$ cat src/bgbm_pkg.sv
`timescale 1ns / 1ps

package bgbm_pkg;

    // Field widths
    localparam int COORD_W    = 6;
    localparam int DIST_W     = 6;
    localparam int GRID_W     = 7;
    // Holds a clamped grid size up to the largest MAX_ROWS / MAX_COLS (256)
    localparam int LIM_W      = 9;
    localparam int CFG_IDX_W  = 2;
    localparam int CFG_DATA_W = 7;

    // Transaction kinds
    localparam logic [1:0] KIND_WRITE = 2'd0;
    localparam logic [1:0] KIND_MERGE = 2'd1;
    localparam logic [1:0] KIND_QUERY = 2'd2;

    // Register indexes
    localparam logic [CFG_IDX_W-1:0] REG_GRID_ROWS = 2'd0;
    localparam logic [CFG_IDX_W-1:0] REG_GRID_COLS = 2'd1;
    localparam logic [CFG_IDX_W-1:0] REG_NBR_DIST  = 2'd2;

    typedef enum logic [1:0] {
        DIR_UP,
        DIR_DOWN,
        DIR_LEFT,
        DIR_RIGHT
    } dir_t;

    typedef struct packed {
        logic               hit;
        logic [COORD_W-1:0] row;
        logic [COORD_W-1:0] col;
    } nbr_t;

endpackage

$ cat src/bgbm_nbr_unit.sv
`timescale 1ns / 1ps

// Shared add/subtract and bound check: one neighbor coordinate per cycle.
module bgbm_nbr_unit (
    input  logic [bgbm_pkg::COORD_W-1:0] row,
    input  logic [bgbm_pkg::COORD_W-1:0] col,
    input  bgbm_pkg::dir_t               dir,
    input  logic [bgbm_pkg::DIST_W-1:0]  nbr_dist,
    input  logic [bgbm_pkg::LIM_W-1:0]   rows_used,
    input  logic [bgbm_pkg::LIM_W-1:0]   cols_used,
    output bgbm_pkg::nbr_t               nbr
);

    localparam int CW = bgbm_pkg::COORD_W;
    localparam int LW = bgbm_pkg::LIM_W;

    logic          vert;
    logic [CW-1:0] op;
    logic [LW-1:0] lim;
    logic [CW:0]   diff;
    logic [CW:0]   sum;
    logic [CW-1:0] coord;
    logic          ok;

    always_comb begin
        vert = (dir == bgbm_pkg::DIR_UP) || (dir == bgbm_pkg::DIR_DOWN);
        op   = vert ? row : col;
        lim  = vert ? rows_used : cols_used;
        diff = {1'b0, op} - {1'b0, nbr_dist};
        sum  = {1'b0, op} + {1'b0, nbr_dist};
        case (dir)
            bgbm_pkg::DIR_UP, bgbm_pkg::DIR_LEFT: begin
                ok    = !diff[CW];
                coord = diff[CW-1:0];
            end
            bgbm_pkg::DIR_DOWN, bgbm_pkg::DIR_RIGHT: begin
                ok    = {{(LW-CW-1){1'b0}}, sum} < lim;
                coord = sum[CW-1:0];
            end
            default: begin
                ok    = 1'b0;
                coord = op;
            end
        endcase
        nbr.hit = ok;
        nbr.row = vert ? coord : row;
        nbr.col = vert ? col : coord;
    end

endmodule

$ cat config.mk
export PLATFORM = sky130hd
export DESIGN_NAME = bgbm_nbr_unit
export DESIGN_NICKNAME = d
export VERILOG_FILES = /design/src/bgbm_pkg.sv /design/src/bgbm_nbr_unit.sv
export SDC_FILE = /design/constraint.sdc
export NUM_CORES = 1
export LEC_CHECK = 0
export ABC_AREA = 0
export BUFFER_PORTS_ARGS = -buffer_cell sky130_fd_sc_hd__buf_2
export CORE_MARGIN = 5
export CORE_UTILIZATION = 35
export DETAILED_ROUTE_END_ITERATION = 10
export MAX_ROUTING_LAYER = met4
export SLEW_MARGIN = 10
export SYNTH_ARGS = -nofsm -noshare
export SYNTH_HDL_FRONTEND = slang
export SYNTH_SLANG_ARGS = --single-unit
export TNS_END_PERCENT = 100
$ cat constraint.sdc
create_clock -name vclk -period 5.1
set_clock_uncertainty 0.05 [all_clocks]
set_input_delay 1.02 -clock vclk [all_inputs]
set_output_delay 1.02 -clock vclk [all_outputs]
set_load 0.1 [all_outputs]
==> flow_metrics.env, run 1 <==
export IMPL_ys_seq_area_frac=0
export IMPL_period_share=0.953
export IMPL_end_kind="output port"
export IMPL_synthAdderAreaFrac=0.293
export IMPL_ys_top_cells_by_area="ha_1, mux2i_1, mux2_2"
export IMPL_fin_nets=239
export IMPL_hold_viol_final=0
export IMPL_slowest_stage="mux2_2"
export IMPL_globalplace_congestion=0.816
export IMPL_vias_per_cell=5.04
export IMPL_num_io_pins=51
export IMPL_synth_compound_area_frac=0.187
export IMPL_syn_area_per_cell_um2=7.67
export IMPL_min_path_type="input pin to output port"
export IMPL_core_um2=2730
export IMPL_postCtsSetupRepairBufs=0
export IMPL_fmax_mhz=206
export IMPL_cp_max_fo=10
export IMPL_p_leak_nw=0.736
export IMPL_cts_hold_buf=0
export IMPL_yosys_warnings=0
export IMPL_setup_viol=0
export IMPL_placed_cell_area_um2=1370
export IMPL_drc=0
export IMPL_worstMarginPinSlew_ns=0.574
export IMPL_die_y_um=63.2
export IMPL_portBuffers=51
export IMPL_wl_per_cell_um=12.4
export IMPL_path_class="input pin to output port"
export IMPL_slew_headroom=0.607
export IMPL_final_cell_area_um2=1380
export IMPL_status="finished, final reports clean"
export IMPL_dp_hpwl_um=2280
export IMPL_cp_required_ns=4.03
export IMPL_hold_ws_ns=2.37
export IMPL_grt_pass1_vias=1038
export IMPL_synthToLayoutAreaGrowth_pct=39.1
export IMPL_grt_use_total=0.126
export IMPL_synth_cells=129
export IMPL_cpPeakStageDelay_ns=0.37
export IMPL_num_vias=1049
export IMPL_antenna_found_initial=0
export IMPL_clock_buffers=0
export IMPL_synth_xor_area_frac=0.0619
export IMPL_diodes=0
export IMPL_overflow=0
export IMPL_ant_nets=0
export IMPL_fin_crit_ns=4.86
export IMPL_first_pass_iters=4
export IMPL_dieArea_um2=3990
export IMPL_vdd_drop_max_mv=0.171
export IMPL_pwr_density_cell_nw_per_um2=223
export IMPL_cp_arrival_ns=3.79
export IMPL_rsz0062_at_grt="no"
export IMPL_drive_above_1_share=0.390
export IMPL_finalWirelength_um=2590
export IMPL_fill_cells=272
export IMPL_row_count=19
export IMPL_synthMuxAreaShare=0.214
export IMPL_synth_top_area_share=0.253
export IMPL_start_util=0.362
export IMPL_synth_cell_types=35
export IMPL_syn_area_um2=990
export IMPL_startpoint_type="input pin"
export IMPL_synth_top_area_cell="ha_1"
export IMPL_regArea_um2=0
export IMPL_path_cells="buf_2, mux2_2, ha_1, inv_1, fa_1, o21bai_1, a21oi_1, xnor2_1, ha_1, nand2_1, a21oi_1, a211o_1, a211oi_2, buf_12"
export IMPL_die_w_um=63.2
export IMPL_cts_resized=0
export IMPL_grt_max_degree=11
export IMPL_report_power_total_mw=0.308
export IMPL_synth_top_family_by_area="adder cells"
export IMPL_seq_cells=0
export IMPL_dpl_cell_count=208
export IMPL_first_iter_violations=16
export IMPL_drv_cap=0
export IMPL_grt_pass1_wl_um=4310
export IMPL_drv_slew=0
export IMPL_syn_nets=189
export IMPL_final_cells=208
export IMPL_synth_simple_gate_area_frac=0.148
metal layers:
metal,wire (um),global-route usage
met5,0,-
met4,0,0
met3,119,0.00355
met2,1400,0.246
met1,1060,0.150
synthesized netlist by cell type, types with 2 or more instances:
library cell and count:
xor2_1 2, o21bai_1 2, nor3_1 4, clkbuf_1 2
ha_1 20, mux2i_1 11, inv_1 15, xnor2_1 5
nor2b_1 2, nand2_1 8, fa_1 2, a21oi_1 11
nor2_1 8, a21o_1 2, mux2_2 9, a211oi_1 3
o21ai_0 5
worst max-delay path, delay by kind of cell:
kind,cells,cell delay [ns]
and+or+nand+nor,1,0.07
buffers and inverters,3,0.48
adders and majority gates,3,0.71
xor gates and xnor gates,1,0.17
muxes,1,0.37
AOI/OAI and AO/OA,5,0.96
layout make-up:
class / instances / area [um2] / area share
timing repair buffer: 54 / 353 / 0.256
inverter: 16 / 60.1 / 0.0436
multi-input combinational: 107 / 925 / 0.672
tap: 31 / 38.8 / 0.0282
worst paths after layout:
path | from | to | slack [ns] | cells after the start
setup / recovery | dir[1] | nbr[12] | 0.24 | 14
hold / removal | col[4] | nbr[4] | 2.37 | 4
per-stage QoR:
| step | util | setup TNS (ns) | setup slack, ns |
|---|---|---|---|
| 3_3_place_gp | 0.502 | 0 | 0.173 |
| 6_report | 0.503 | 0 | 0.238 |
| 2_1_floorplan | - | -0.885 | -0.402 |
| 5_1_grt | 0.503 | 0 | 0.0415 |
| 3_5_place_dp | 0.502 | 0 | 0.124 |
| 4_1_cts | 0.502 | 0 | 0.112 |
where the power goes:
group	switching (mW)	leakage [nW]	internal (mW)	total, mW
logic	0.205	0.736	0.102	0.308
registers	0	0	0	0
clock network	0	0	0	0
cell families (layout without fill, tap and decap cells):
logic type                 Yosys count  after routing
AOI/OAI and AO/OA                   29             29
xor gates and xnor gates             7              7
muxes                               20             20
and+or+nand+nor                     29             29
adders and majority gates           22             22
buffers and inverters               22             70
cells in the final DEF, fill, tap and decap left out, drive strengths merged, types with 2 or more instances in the layout:
cell,n
buf,54
ha,20
inv,15
a21oi,11
mux2i,11
mux2,9
nor2,8
nand2,8
xnor2,5
nor3,5
o21ai,5
a211oi,3
nor2b,2
o21bai,2
xor2,2
a21o,2
fa,2
Note: power is estimated with default switching activity, not from simulation.
==> run 2, diff against run 1 <==
CORE_ASPECT_RATIO = 1.2   (was not set)
==> run 2 against run 1 <==
  * Hold slack gained 0.019 ns
  * Critical path depth unchanged
  * Routed wire length up 8.8%
  * Sequential cell count unchanged
  * Setup slack worse by 0.019 ns
  * Via count up 1.8%
  * Critical path type unchanged
  * Highest routed layer is now met4
==> flow_metrics.env, run 2 (synthesis results as in run 1) <==
export IMPL_status="finished, final reports clean"
export IMPL_drc=0
export IMPL_period_share=0.957
export IMPL_p_leak_nw=0.731
export IMPL_globalplace_congestion=0.885
export IMPL_rsz0062_at_grt="no"
export IMPL_crit_buf_inv=3
export IMPL_worstMarginPinSlew_ns=0.722
export IMPL_num_vias=1068
export IMPL_postCtsSetupRepairBufs=0
export IMPL_wl_per_cell_um=13.4
export IMPL_seq_cells=0
export IMPL_antenna_found_initial=0
export IMPL_path_delay_family="compound AO/OA/AOI/OAI gates"
export IMPL_m1WireLength_um=1190
export IMPL_final_common_cell="buf_2"
export IMPL_first_iter_violations=23
export IMPL_dp_hpwl_um=2530
export IMPL_grt_pass1_vias=1052
export IMPL_die_w_um=58.5
export IMPL_grt_max_degree=18
export IMPL_core_um2=2760
export IMPL_wl_met3_um=177
export IMPL_cpPeakStageDelay_ns=0.37
export IMPL_slew_headroom=0.506
export IMPL_finalWirelength_um=2810
export IMPL_hold_viol_final=0
export IMPL_ant_nets=0
export IMPL_overflow=0
export IMPL_end_kind="output port"
export IMPL_start_util=0.359
export IMPL_grt_use_total=0.146
export IMPL_slowest_stage="mux2_2"
export IMPL_cts_resized=0
export IMPL_startpoint_type="input pin"
export IMPL_dieArea_um2=4000
export IMPL_drv_cap=0
export IMPL_clock_buffers=0
export IMPL_cp_required_ns=4.03
export IMPL_report_power_total_mw=0.307
export IMPL_row_count=21
export IMPL_vdd_drop_max_mv=0.155
export IMPL_cts_hold_buf=0
export IMPL_synthToLayoutAreaGrowth_pct=38.7
export IMPL_drive_above_1_share=0.386
export IMPL_drv_slew=0
export IMPL_first_pass_iters=4
export IMPL_met2_length_um=1430
export IMPL_fin_crit_ns=4.88
export IMPL_pwr_density_cell_nw_per_um2=224
export IMPL_cp_max_fo=10
export IMPL_layout_common_cells="buf_2, ha_1, inv_1"
export IMPL_hold_ws_ns=2.39
export IMPL_portBuffers=51
export IMPL_setup_viol=0
export IMPL_cp_arrival_ns=3.81
export IMPL_top_layer_used="met4"
export IMPL_grt_pass1_wl_um=4570
export IMPL_die_y_um=68.3
export IMPL_num_io_pins=51
export IMPL_diodes=0
export IMPL_fmax_mhz=205
export IMPL_fill_cells=283
export IMPL_min_path_type="input pin to output port"
export IMPL_path_cells="buf_2, mux2_2, ha_1, inv_1, fa_1, o21bai_1, a21oi_1, xnor2_1, ha_1, nand2_1, a21oi_1, a211o_1, a211oi_2, buf_12"
export IMPL_vias_per_cell=5.09
export IMPL_fin_nets=238
export IMPL_path_class="input pin to output port"
export IMPL_regArea_um2=0
==> run 2: cell count changes in the layout (fill, tap and decap cells not counted), sizes merged <==
cell,previous run,this run
buf,54,53
==> run 2: layer usage <==
layer	vias up	global-route usage
met2	38	0.284
met3	2	0.00566
met1	483	0.172
li1	545	-
met4	0	0.00870
met5	-	-
==> run 2: worst paths after layout <==
path	slack, ns	endpoint	start	cells after the start
worst max-delay path	0.22	nbr[12]	dir[1]	14
worst min-delay path	2.39	nbr[4]	col[4]	4
==> run 2: cell type report <==
class	count	area, um2	share of cell area
Multi-Input combinational cell	107	925	0.674
Inverter	16	60.1	0.0438
Timing Repair Buffer	53	345	0.252
Tap cell	34	42.5	0.0310
==> run 2: report_power, final <==
group | internal, mW | switching (mW) | total (mW)
combinational | 0.101 | 0.206 | 0.307
sequential | 0 | 0 | 0
clock | 0 | 0 | 0
==> run 2: per-stage QoR <==
step | utilization | worst slack [ns] | setup TNS (ns) | cell area [um2] | cells
global route | 0.498 | 0.0474 | 0 | 1370 | 210
finish | 0.498 | 0.219 | 0 | 1370 | 210
detailed placement | 0.496 | 0.145 | 0 | 1370 | 210
CTS | 0.496 | 0.121 | 0 | 1370 | 210
global placement | 0.496 | 0.196 | 0 | 1370 | 210
floorplan | - | -0.402 | -0.885 | 1010 | 129
